### config.mk
export PLATFORM = sky130hd
export DESIGN_NAME = palette_text_parse_and_swap
export DESIGN_NICKNAME = d
export VERILOG_FILES = /design/src/hdl/pts_pkg.sv /design/src/hdl/pts_parser.sv /design/src/hdl/pts_cell.sv /design/src/hdl/palette_text_parse_and_swap.sv
export SDC_FILE = /design/constraint.sdc
export NUM_CORES = 2
export LEC_CHECK = 0
export ABC_AREA = 1
export BUFFER_PORTS_ARGS = -buffer_cell sky130_fd_sc_hd__buf_2
export CAP_MARGIN = 40
export CORE_MARGIN = 1.5
export CORE_UTILIZATION = 55
export DETAILED_ROUTE_END_ITERATION = 10
export GPL_TIMING_DRIVEN = 1
export PLACE_DENSITY_LB_ADDON = 0.08
export SYNTH_ARGS = -nofsm -noshare
export SYNTH_HDL_FRONTEND = slang
export SYNTH_SLANG_ARGS = --single-unit
### constraint.sdc
create_clock -name clk -period 122 [get_ports clk]
set_input_delay 24.4 -clock clk [delete_from_list [all_inputs] [get_ports clk]]
set_output_delay 24.4 -clock clk [all_outputs]
set_load 0.05 [all_outputs]
### src/hdl/pts_pkg.sv
// Package: types, constants and character helpers for the palette parser and swapper.
`default_nettype none

package pts_pkg;

	// Table size and derived widths
	localparam int MAX_ENTRIES = 16;
	localparam int IDX_W       = (MAX_ENTRIES > 1) ? $clog2(MAX_ENTRIES) : 1;
	localparam int CNT_W       = $clog2(MAX_ENTRIES + 1);
	localparam int CNT_OUT_W   = 5;

	// Action codes
	localparam logic [1:0] ACT_BEGIN = 2'd0;
	localparam logic [1:0] ACT_CHAR  = 2'd1;
	localparam logic [1:0] ACT_END   = 2'd2;
	localparam logic [1:0] ACT_PIXEL = 2'd3;

	// Error codes
	localparam logic [3:0] ERR_NONE      = 4'd0;
	localparam logic [3:0] ERR_SRC_START = 4'd1;
	localparam logic [3:0] ERR_SRC_CHAR  = 4'd2;
	localparam logic [3:0] ERR_NEED_EQ   = 4'd3;
	localparam logic [3:0] ERR_DST_START = 4'd4;
	localparam logic [3:0] ERR_DST_CHAR  = 4'd5;
	localparam logic [3:0] ERR_NEED_SPLT = 4'd6;
	localparam logic [3:0] ERR_EARLY_END = 4'd7;
	localparam logic [3:0] ERR_NO_ENTRY  = 4'd8;
	localparam logic [3:0] ERR_FULL      = 4'd9;
	localparam logic [3:0] ERR_MAX       = ERR_FULL;

	// Pixel masks
	localparam logic [31:0] COLOR_MASK = 32'h00FF_FFFF;
	localparam logic [31:0] ALPHA_MASK = 32'hFF00_0000;

	// One transaction as it moves down the cell row
	typedef struct packed {
		logic [31:0]      pixel;
		logic             matched;
		logic             swap;
		logic [3:0]       err;
		logic [CNT_W-1:0] cnt;
		logic             ready;
		logic             wr;
		logic [IDX_W-1:0] widx;
		logic [31:0]      wsrc;
		logic [31:0]      wdst;
	} pts_item_t;

	function automatic logic is_space(input logic [7:0] c);
		return (c == 8'h20) || (c == 8'h09) || (c == 8'h0D) || (c == 8'h0A);
	endfunction

	function automatic logic is_hex(input logic [7:0] c);
		return ((c >= "0") && (c <= "9")) || ((c >= "A") && (c <= "F")) ||
			((c >= "a") && (c <= "f"));
	endfunction

	function automatic logic is_assign(input logic [7:0] c);
		return (c == "=") || (c == ">");
	endfunction

	function automatic logic is_split(input logic [7:0] c);
		return (c == ";") || (c == ",");
	endfunction

	// Letters have bit 6 set and low nibble 1..6
	function automatic logic [3:0] hex_value(input logic [7:0] c);
		return c[6] ? (c[3:0] + 4'd9) : c[3:0];
	endfunction

endpackage

`default_nettype wire

### src/hdl/pts_parser.sv
// Text parser: phase, accumulators, count, sticky error and the head register of the row.
`default_nettype none

module pts_parser (
	input  wire logic              clk,
	input  wire logic              arst_n,
	input  wire logic              accept,
	input  wire logic              adv,
	input  wire logic [1:0]        action,
	input  wire logic [7:0]        text_char,
	input  wire logic [31:0]       pixel_in,
	output logic                   head_vld,
	output pts_pkg::pts_item_t     head_item
);
	import pts_pkg::*;

	typedef enum logic [2:0] {
		PH_BEFORE,
		PH_SRC,
		PH_SRC_WS,
		PH_EQ,
		PH_DST,
		PH_DST_WS
	} phase_t;

	phase_t           phase_q, phase_d;
	logic [31:0]      src_q, src_d;
	logic [31:0]      dst_q, dst_d;
	logic [CNT_W-1:0] cnt_q, cnt_d;
	logic [3:0]       err_q, err_d;
	logic             ready_q, ready_d;
	logic             vld_q;
	pts_item_t        item_q;
	pts_item_t        item_d;
	logic             busy;
	logic             store;
	logic [3:0]       hv;

	assign busy = (err_q == ERR_NONE) && !ready_q;
	assign hv   = hex_value(text_char);

	// Next parser state and the transaction built from it
	always_comb begin
		phase_d = phase_q;
		src_d   = src_q;
		dst_d   = dst_q;
		cnt_d   = cnt_q;
		err_d   = err_q;
		ready_d = ready_q;
		store   = 1'b0;
		item_d  = '0;
		item_d.pixel = pixel_in;

		case (action)
			ACT_BEGIN: begin
				phase_d = PH_BEFORE;
				src_d   = '0;
				dst_d   = '0;
				cnt_d   = '0;
				err_d   = ERR_NONE;
				ready_d = 1'b0;
			end
			ACT_CHAR: begin
				if (busy) begin
					case (phase_q)
						PH_BEFORE: begin
							if (is_hex(text_char)) begin
								src_d   = {28'd0, hv};
								phase_d = PH_SRC;
							end else if (!is_space(text_char)) begin
								err_d = ERR_SRC_START;
							end
						end
						PH_SRC: begin
							if (is_hex(text_char))
								src_d = {src_q[27:0], hv};
							else if (is_space(text_char))
								phase_d = PH_SRC_WS;
							else if (is_assign(text_char))
								phase_d = PH_EQ;
							else
								err_d = ERR_SRC_CHAR;
						end
						PH_SRC_WS: begin
							if (is_assign(text_char))
								phase_d = PH_EQ;
							else if (!is_space(text_char))
								err_d = ERR_NEED_EQ;
						end
						PH_EQ: begin
							if (is_hex(text_char)) begin
								dst_d   = {28'd0, hv};
								phase_d = PH_DST;
							end else if (!is_space(text_char)) begin
								err_d = ERR_DST_START;
							end
						end
						PH_DST: begin
							if (is_hex(text_char)) begin
								dst_d = {dst_q[27:0], hv};
							end else if (is_space(text_char) || is_split(text_char)) begin
								store   = 1'b1;
								phase_d = is_split(text_char) ? PH_BEFORE : PH_DST_WS;
							end else begin
								err_d = ERR_DST_CHAR;
							end
						end
						default: begin
							if (is_split(text_char))
								phase_d = PH_BEFORE;
							else if (!is_space(text_char))
								err_d = ERR_NEED_SPLT;
						end
					endcase
				end
			end
			ACT_END: begin
				if (busy) begin
					if (phase_q == PH_DST) begin
						store   = 1'b1;
						phase_d = PH_DST_WS;
					end
					if ((phase_q != PH_BEFORE) && (phase_q != PH_DST) &&
						(phase_q != PH_DST_WS)) begin
						err_d = ERR_EARLY_END;
					end else if (store && (cnt_q >= CNT_W'(MAX_ENTRIES))) begin
						err_d = ERR_FULL;
					end else if (!store && (cnt_q == '0)) begin
						err_d = ERR_NO_ENTRY;
					end else begin
						ready_d = 1'b1;
					end
				end
			end
			default: begin
				item_d.swap = ready_q && (err_q == ERR_NONE);
			end
		endcase

		// Pair store into the row, or table full
		if (store) begin
			if (cnt_q >= CNT_W'(MAX_ENTRIES)) begin
				err_d = ERR_FULL;
			end else begin
				item_d.wr   = 1'b1;
				item_d.widx = cnt_q[IDX_W-1:0];
				item_d.wsrc = src_d;
				item_d.wdst = dst_d;
				cnt_d       = cnt_q + CNT_W'(1);
			end
		end

		item_d.err   = err_d;
		item_d.cnt   = cnt_d;
		item_d.ready = ready_d;
	end

	// Parser state and head register
	always_ff @(posedge clk or negedge arst_n) begin
		if (!arst_n) begin
			phase_q <= PH_BEFORE;
			src_q   <= '0;
			dst_q   <= '0;
			cnt_q   <= '0;
			err_q   <= ERR_NONE;
			ready_q <= 1'b0;
			vld_q   <= 1'b0;
		end else begin
			if (accept) begin
				phase_q <= phase_d;
				src_q   <= src_d;
				dst_q   <= dst_d;
				cnt_q   <= cnt_d;
				err_q   <= err_d;
				ready_q <= ready_d;
			end
			if (adv)
				vld_q <= accept;
		end
	end

	always_ff @(posedge clk) begin
		if (adv)
			item_q <= item_d;
	end

	assign head_vld  = vld_q;
	assign head_item = item_q;

endmodule

`default_nettype wire

### src/hdl/pts_cell.sv
// One table cell: holds an entry pair, takes its write, and matches passing pixels.
`default_nettype none

module pts_cell (
	input  wire logic                      clk,
	input  wire logic                      arst_n,
	input  wire logic                      adv,
	input  wire logic [pts_pkg::IDX_W-1:0] idx,
	input  wire logic                      in_vld,
	input  wire pts_pkg::pts_item_t        in_item,
	output logic                           out_vld,
	output pts_pkg::pts_item_t             out_item
);
	import pts_pkg::*;

	logic [31:0] src_q;
	logic [31:0] dst_q;
	logic        vld_q;
	pts_item_t   item_q;
	pts_item_t   item_d;
	logic        hit;

	// First match wins: only a transaction not yet matched looks here
	assign hit = in_item.swap && !in_item.matched && (CNT_W'(idx) < in_item.cnt) &&
		(src_q == (in_item.pixel & COLOR_MASK));

	always_comb begin
		item_d = in_item;
		if (hit) begin
			item_d.pixel   = dst_q | (in_item.pixel & ALPHA_MASK);
			item_d.matched = 1'b1;
		end
	end

	// Entry write from a passing store
	always_ff @(posedge clk) begin
		if (adv && in_vld && in_item.wr && (in_item.widx == idx)) begin
			src_q <= in_item.wsrc;
			dst_q <= in_item.wdst;
		end
		if (adv)
			item_q <= item_d;
	end

	always_ff @(posedge clk or negedge arst_n) begin
		if (!arst_n)
			vld_q <= 1'b0;
		else if (adv)
			vld_q <= in_vld;
	end

	assign out_vld  = vld_q;
	assign out_item = item_q;

endmodule

`default_nettype wire

### src/hdl/palette_text_parse_and_swap.sv
// Top level: palette text parser feeding a row of table cells that swap pixel colors.
//
//   channel | direction | handshake           | payload
//   input   | in        | in_valid / in_stall | action, text_char, pixel_in
//   output  | out       | out_valid/out_stall | pixel_out, matched, error_code,
//           |           |                     | entry_count, ready_res
//
// One transaction per clock while the output is not stalled; each one passes through
// the parser head register and then one register per table cell.
// The whole row advances together whenever its last register is empty or being taken;
// an output stall while a result waits in the last register holds every stage and raises in_stall.
// Reset clears the parser state and all valid bits; table entries are undefined until
// written and are never read beyond the stored count.
`default_nettype none

module palette_text_parse_and_swap (
	input  wire logic        clk,
	input  wire logic        arst_n,
	input  wire logic        in_valid,
	output logic             in_stall,
	input  wire logic [1:0]  action,
	input  wire logic [7:0]  text_char,
	input  wire logic [31:0] pixel_in,
	output logic             out_valid,
	input  wire logic        out_stall,
	output logic [31:0]      pixel_out,
	output logic             matched,
	output logic [3:0]       error_code,
	output logic [4:0]       entry_count,
	output logic             ready_res
);
	import pts_pkg::*;

	logic                 adv;
	logic                 accept;
	logic [MAX_ENTRIES:0] vld;
	pts_item_t            itm [MAX_ENTRIES+1];

	// Row moves when the last stage is free or drained
	assign adv      = !vld[MAX_ENTRIES] || !out_stall;
	assign in_stall = !adv;
	assign accept   = in_valid && adv;

	pts_parser u_parser (
		.clk       (clk),
		.arst_n    (arst_n),
		.accept    (accept),
		.adv       (adv),
		.action    (action),
		.text_char (text_char),
		.pixel_in  (pixel_in),
		.head_vld  (vld[0]),
		.head_item (itm[0])
	);

	// Cell row, one entry per cell
	for (genvar i = 0; i < MAX_ENTRIES; i++) begin : g_cell
		pts_cell u_cell (
			.clk      (clk),
			.arst_n   (arst_n),
			.adv      (adv),
			.idx      (IDX_W'(i)),
			.in_vld   (vld[i]),
			.in_item  (itm[i]),
			.out_vld  (vld[i+1]),
			.out_item (itm[i+1])
		);
	end

	assign out_valid   = vld[MAX_ENTRIES];
	assign pixel_out   = itm[MAX_ENTRIES].pixel;
	assign matched     = itm[MAX_ENTRIES].matched;
	assign error_code  = itm[MAX_ENTRIES].err;
	assign entry_count = CNT_OUT_W'(itm[MAX_ENTRIES].cnt);
	assign ready_res   = itm[MAX_ENTRIES].ready;

endmodule

`default_nettype wire

# After elaboration in Yosys (flattened, before gate mapping)
# Cells that the tools add are included.
[classes] n_reduce_logical=144 addsub=2 bitwise=17 mux=81 magnitude_cmp=23 n_eq_ne=56
[ops] cell="$mux W33" n=16
[ops] cell="$eq A32 B24 Y1" n=16
[ops] cell="$or A32 B32 Y32" n=16
[ops] cell="$pmux W32 S2" n=4
[ops] cell="$mux W32" n=6
[ops] cell="$logic_and A1 B1 Y1" n=105
[ops] cell="$mux W4" n=21
[ops] cell="$mux W69" n=1
[ops] cell="$eq A8 B6 Y1 const B" n=5
[ops] cell="$lt A4 B5 Y1 const A" n=8
[ops] cell="$mux W3" n=12
[ops] cell="$eq A4 B4 Y1 const B" n=8
[ops] cell="$eq A8 B4 Y1 const B" n=3
[ops] cell="$logic_not A1 Y1" n=20
[ops] cell="$lt A3 B5 Y1 const A" n=4
[ops] cell="$pmux W4 S5" n=1
[ops] cell="$eq A4 B3 Y1 const B" n=4
[ops] cell="$ge A8 B7 Y1 const B" n=2
[ops] cell="$le A8 B7 Y1 const B" n=2
[ops] cell="$mux W5" n=3
[ops] cell="$pmux W3 S5" n=1
[ops] cell="$mux W1" n=12
[ops] cell="$ne A3 B3 Y1 const B" n=4
[ops] cell="$pmux W4 S3" n=1
[ops] cell="29 further kinds" n=48
[word_totals] register_bits=2968 wordCells=542

# Logic depth before layout (Yosys ltp)
[logic_depth] word_depth=13 mapped_depth=23 depth_no_buf=23

# Hierarchy
# From an unflattened synthesis, not the netlist that was laid out.
[unflattened] cells_unflattened=8021 area_unflattened_um2=113201.1
[by_module_without_submodules] mod="pts_cell" area_each_um2=6521.3 seq_area_each_um2=5340.1 n_inst=16 cells_per_inst=445
[by_module_without_submodules] mod="pts_parser" area_each_um2=8837.2 seq_area_each_um2=5315.1 n_inst=1 cells_per_inst=895
[by_module_without_submodules] mod="palette_text_parse_and_swap" area_each_um2=23.8 seq_area_each_um2=0.0 n_inst=1 cells_per_inst=6

# Least setup slack after synthesis
# Ideal clock, no wire load.
[synth_path] kind="input to register" from="input port out_stall" to="register g_cell[11].u_cell.dst_q[0] (enable)" t_arrival_ns=83.768 path_buffers=1 path_stages=4 setup_time_ns=0.644 slack_ns=37.588 path_cell_list="nand2_1 buf_1 nand2_1 nor4_1"
[synth_via] elab_chain_len=5
[synth_rtl] item="start: declaration" line="palette_text_parse_and_swap.sv:25" text="input wire logic out_stall,"
[synth_rtl] item="$logic_not A1 Y1" line="palette_text_parse_and_swap.sv:40" text="assign adv = !vld[MAX_ENTRIES] || !out_stall;"
[synth_rtl] item="$logic_or A1 B1 Y1" line="palette_text_parse_and_swap.sv:40"
[synth_rtl] item="$logic_and A1 B1 Y1 (3 in series)" line="pts_cell.sv:37" text="if (adv && in_vld && in_item.wr && (in_item.widx == idx)) begin"
[synth_rtl] item="end signal: assignment" line="pts_cell.sv:39" text="dst_q <= in_item.wdst;"
[synth_rtl] item="end: declaration" line="pts_cell.sv:17" text="logic [31:0] dst_q;"
# Every way passes these cells.
# A chain may end at the register's enable or synchronous reset.

# Worst setup path in the final report
[layout_path] from="input port out_stall" to="output port in_stall"
[layout_via] elab_chain_len=3
[layout_rtl] item="$logic_not A1 Y1" line="palette_text_parse_and_swap.sv:40"
[layout_rtl] item="$logic_or A1 B1 Y1" line="palette_text_parse_and_swap.sv:40"
[layout_rtl] item="$logic_not A1 Y1" line="palette_text_parse_and_swap.sv:41" text="assign in_stall = !adv;"
[layout_rtl] item="end: declaration" line="palette_text_parse_and_swap.sv:20" text="output logic in_stall,"
# Every way passes these cells.

==> flow_summary.rst <==
.. list-table::
   :header-rows: 1

   * - Metric
     - Value
   * - Result of the run
     - finished clean
   * - Signal arrival time at the worst endpoint
     - roughly 26 ns
   * - Switching part of the total
     - 26.2%
   * - Shortest clock period the worst path allows after layout
     - ~50 ns
   * - Number of flops mapped to enable cells by yosys
     - roughly 2900
   * - Type of the worst setup path
     - in -> out
   * - Initial antenna violation count
     - 1
   * - Final hold viol count
     - 0
   * - Routed WL per cell
     - between 20 and 25 um
   * - Hold Worst Slack
     - 0.397 ns
   * - Die footprint
     - around 190000 um2
   * - Share of the synthesized area in the top cell type
     - 81.6%
   * - Required time reported for the critical path endpoint
     - ~98 ns
   * - Period Utilization, post-route
     - 41.2%
   * - Count of clock tree sinks
     - 2968
   * - Wire length after detailed routing
     - approximately 200000 um
   * - Core occupancy in the finished layout
     - between 60 and 70%
   * - Global-route wire length before repair
     - 300000 um
   * - Final slew viol count
     - 0
   * - Hold bufs inserted after CTS
     - 0
   * - DP HPWL
     - approximately 140000 um
   * - Top-Level Pins
     - 91
   * - Crit path capture
     - in_stall
   * - Ys flop type
     - sky130_fd_sc_hd__edfxtp_1
   * - Clock group share of total power
     - between 20% and 30%
   * - Internal Pwr Total
     - roughly 2.2 mW
   * - Count of unique library cells instantiated by Yosys
     - 71
   * - Slew at the pin closest to its max-slew limit
     - 1.09 ns
   * - Worst setup path startpoint
     - out_stall
   * - Number of fillers in the final layout
     - about 14000
   * - Clock transition at path regs
     - 0.06 ns
   * - Clock latency of the later-clocked register in the worst-skew pair
     - 0.92 ns
   * - Post-route DRC
     - 0
   * - Placeable core area
     - 191000 um2
   * - Share of the yosys chip area belonging to registers
     - around 84%
   * - Worst-path cell chain
     - buf_2 > nand2_4 > inv_1 > buf_2
   * - Pin count of the biggest net entering global routing
     - ~190
   * - Setup bufs post-CTS
     - 0
   * - Finish-stage setup viols
     - 0
   * - Clock tree from TritonCTS
     - done
   * - Design Power
     - 3.02 mW
   * - Power Density
     - 25.3 nW/um2
   * - Site Rows
     - between 150 and 200
   * - Post-layout instance area
     - between 100000 and 150000 um2
   * - Maximum clock path buffer count
     - 4
   * - Final estimated routing congestion in global placement
     - about 1
   * - Die outline width
     - around 440 um
   * - Total vias in the final route
     - 49100
   * - Relative slew slack
     - around 27%
   * - Share of power burned in registers
     - between 50% and 60%
   * - Syn avg cell area
     - between 15 and 20 um2
   * - Clock buffers created by TritonCTS
     - a little over 300
   * - Area of placed instances
     - approximately 110000 um2
   * - Post-synthesis cell type with the largest combined area
     - sky130_fd_sc_hd__edfxtp_1
   * - CTS H-tree depth
     - 5
   * - Drt via density
     - 5.16
   * - Reg2reg start
     - g_cell[15].u_cell.out_vld
   * - Initial Utilization
     - a little under three fifths
   * - Reg2reg setup slack
     - roughly 120 ns
   * - Category of the worst setup path launch point
     - primary input
   * - Crit end category
     - primary output
   * - Initial DRC Count
     - 3299
   * - Number of nets in the synthesized netlist
     - roughly 6500
   * - Count of input and output buffers
     - 90
   * - Antenna-violating nets left
     - 0
   * - Total gr overflow
     - 0
   * - Crit path top cell by count
     - sky130_fd_sc_hd__buf_2
   * - Number of iterations in the first detailed-routing pass
     - 5
   * - Combinational fraction of design power
     - 11.2%
   * - Worst vdd rail ir drop
     - ~0.000017 V
   * - Fraction of registers with async set or reset after synthesis
     - under 10%
   * - Highest achievable clock rate
     - slightly below 20 MHz
   * - Sum Neg Setup Slack
     - 0 ns
   * - Height of the die
     - between 400 and 500 um
   * - Depth of the most critical reg-to-reg path
     - 7
   * - Critical path peak fanout
     - between 60 and 70
   * - Number of global-route vias before repair
     - about 50000
   * - Final-stage net count
     - between 6000 and 7000
   * - Worst setup skew after layout
     - 0.0396 ns
   * - Reported max-cap violation count
     - 0
   * - Leakage power summed over all cells
     - around 44 nW
   * - Tot GR Track Use
     - 20.7%
   * - Hold WC Path Type
     - reg -> reg
   * - Fraction of final layout cells sized beyond drive strength 1
     - 10.2%
   * - Synth warnings
     - 0
   * - Register bit count reported by yosys
     - around 3000
   * - Relative area change from synthesis to final layout
     - 12.7%
   * - Count of instances resized after the clock tree is built
     - 0
   * - Maximum cell stage delay along the critical path
     - around 0.52 ns
   * - Number of cells produced by synthesis
     - 6439
   * - Net switching power of the design
     - 0.790 mW
   * - Ranking of synthesized cells by area
     - sky130_fd_sc_hd__edfxtp_1 82%, sky130_fd_sc_hd__nand2_1 3.4%, sky130_fd_sc_hd__inv_1 2.6%
   * - Standard cell with the maximum stage delay on the critical path
     - sky130_fd_sc_hd__nand2_4
   * - Unrepaired setup endpoints after global routing
     - no
   * - Endpoint of the worst-slack reg-to-reg timing path
     - g_cell[3].u_cell.dst_q[20]
   * - Clock root buffer
     - sky130_fd_sc_hd__clkbuf_16
   * - Area of the mapped netlist
     - around 110000 um2
## worst min-delay path by stage
stage | start | end | cells past startpoint
finish | g_cell[7].u_cell.out_item[77] | g_cell[8].u_cell.out_item[77] | 0
global route | g_cell[7].u_cell.out_item[77] | g_cell[8].u_cell.out_item[77] | 0
CTS | g_cell[7].u_cell.out_item[77] | g_cell[8].u_cell.out_item[77] | 0
detailed placement | u_parser.head_item[78] | g_cell[0].u_cell.out_item[78] | 0
global placement | g_cell[12].u_cell.out_item[77] | g_cell[13].u_cell.out_item[77] | 0
floorplan | u_parser.head_item[69] | g_cell[0].u_cell.out_item[69] | 0
## routing by layer
| layer | part of all wire, % | GRT usage (%) | wire length, um | vias up |
|---|---|---|---|---|
| li1 | - | - | - | 24100 |
| met1 | 37 | 22.5 | 74400 | 23700 |
| met4 | 5.3 | 11.1 | 10700 | 0 |
| met3 | 3.1 | 3.30 | 6130 | 422 |
| met2 | 54 | 38.4 | 109000 | 903 |
| met5 | 0 | 0 | 0 | - |
## Yosys cell counts (38+ instances only)
master and instances:
sky130_fd_sc_hd__o21ai_0 393, sky130_fd_sc_hd__xor2_1 69, sky130_fd_sc_hd__clkbuf_1 102, sky130_fd_sc_hd__nand3_1 132, sky130_fd_sc_hd__a21oi_1 46, sky130_fd_sc_hd__o211ai_1 38
sky130_fd_sc_hd__o21ai_1 56, sky130_fd_sc_hd__o22ai_1 52, sky130_fd_sc_hd__nand2_1 958, sky130_fd_sc_hd__edfxtp_1 2874, sky130_fd_sc_hd__o21bai_1 81, sky130_fd_sc_hd__inv_1 729
sky130_fd_sc_hd__dfrtp_1 94, sky130_fd_sc_hd__nor4_1 61, sky130_fd_sc_hd__nand4_1 65, sky130_fd_sc_hd__nor2_1 206, sky130_fd_sc_hd__xnor2_1 73
## power by group through the flow
stage	Combinational (mW)	Sequential, mW	Clock (mW)
finish	0.339	1.81	0.870
global route	0.376	1.85	0.930
CTS	0.346	1.82	0.891
detailed placement	0.344	1.84	0
global placement	0.334	1.83	0
floorplan	0.202	2.09	0
## cell usage in the layout (no fill, tap or decap), types with 27 or more instances in the layout
cell	count
sky130_fd_sc_hd__a21oi_1	46
sky130_fd_sc_hd__a31o_2	32
sky130_fd_sc_hd__a31oi_1	29
sky130_fd_sc_hd__buf_2	89
sky130_fd_sc_hd__buf_4	76
sky130_fd_sc_hd__clkbuf_1	75
sky130_fd_sc_hd__clkbuf_16	318
sky130_fd_sc_hd__clkinv_1	75
sky130_fd_sc_hd__clkinv_2	45
sky130_fd_sc_hd__dfrtp_1	94
sky130_fd_sc_hd__edfxtp_1	2874
sky130_fd_sc_hd__inv_1	729
sky130_fd_sc_hd__nand2_1	956
sky130_fd_sc_hd__nand3_1	132
sky130_fd_sc_hd__nand4_1	65
sky130_fd_sc_hd__nor2_1	202
sky130_fd_sc_hd__nor3_1	27
sky130_fd_sc_hd__nor4_1	55
sky130_fd_sc_hd__o211ai_1	38
sky130_fd_sc_hd__o21ai_0	393
sky130_fd_sc_hd__o21ai_1	56
sky130_fd_sc_hd__o21bai_1	81
sky130_fd_sc_hd__o22ai_1	52
sky130_fd_sc_hd__o32ai_1	28
sky130_fd_sc_hd__xnor2_1	73
sky130_fd_sc_hd__xor2_1	69
## metrics by stage
step,std cells,setup WS [ns]
2_1_floorplan,6439,37.59
3_3_place_gp,8955,71.75
3_5_place_dp,8979,71.71
4_1_cts,9517,71.70
5_1_grt,9518,71.56
6_report,9518,71.71
## layout make-up
class | count | area, um2 | share of cell area, %
inverters | 740 | 2780 | 2.33
flip-flops and latches | 2968 | 88700 | 74.4
clock buffers | 395 | 8270 | 6.93
multi-input cells | 2573 | 13800 | 11.6
repair buffers | 187 | 1480 | 1.24
diodes | 1 | 2.50 | 0.00210
clock inverters | 143 | 1070 | 0.895
well taps | 2511 | 3140 | 2.64
## flip-flops by register name, indices dropped and copies added (netlist names), 3 cells and up
register and flops:
u_parser.head_item 112, u_parser.phase_q 3, g_cell.u_cell.dst_q 512, g_cell.u_cell.out_vld 16, u_parser.dst_q 32, g_cell.u_cell.src_q 512, g_cell.u_cell.out_item 1738, u_parser.cnt_q 5
u_parser.err_q 4, u_parser.src_q 32
## critical path: cells and delay by family
kind                   cells  cell delay, ns
buffers and inverters      3            0.96
and+or+nand+nor            1            0.52
## cells by family after synthesis
kind of cell	Yosys count	share of synthesized area (%)
AOI/OAI and AO/OA	856	5.02
buffers and inverters	898	3.27
adders and majority gates	10	0.118
xor gates and xnor gates	142	1.18
DFF	2968	83.8
muxes	26	0.277
and+or+nand+nor	1539	6.33
Power figures use the tool's default switching activity.
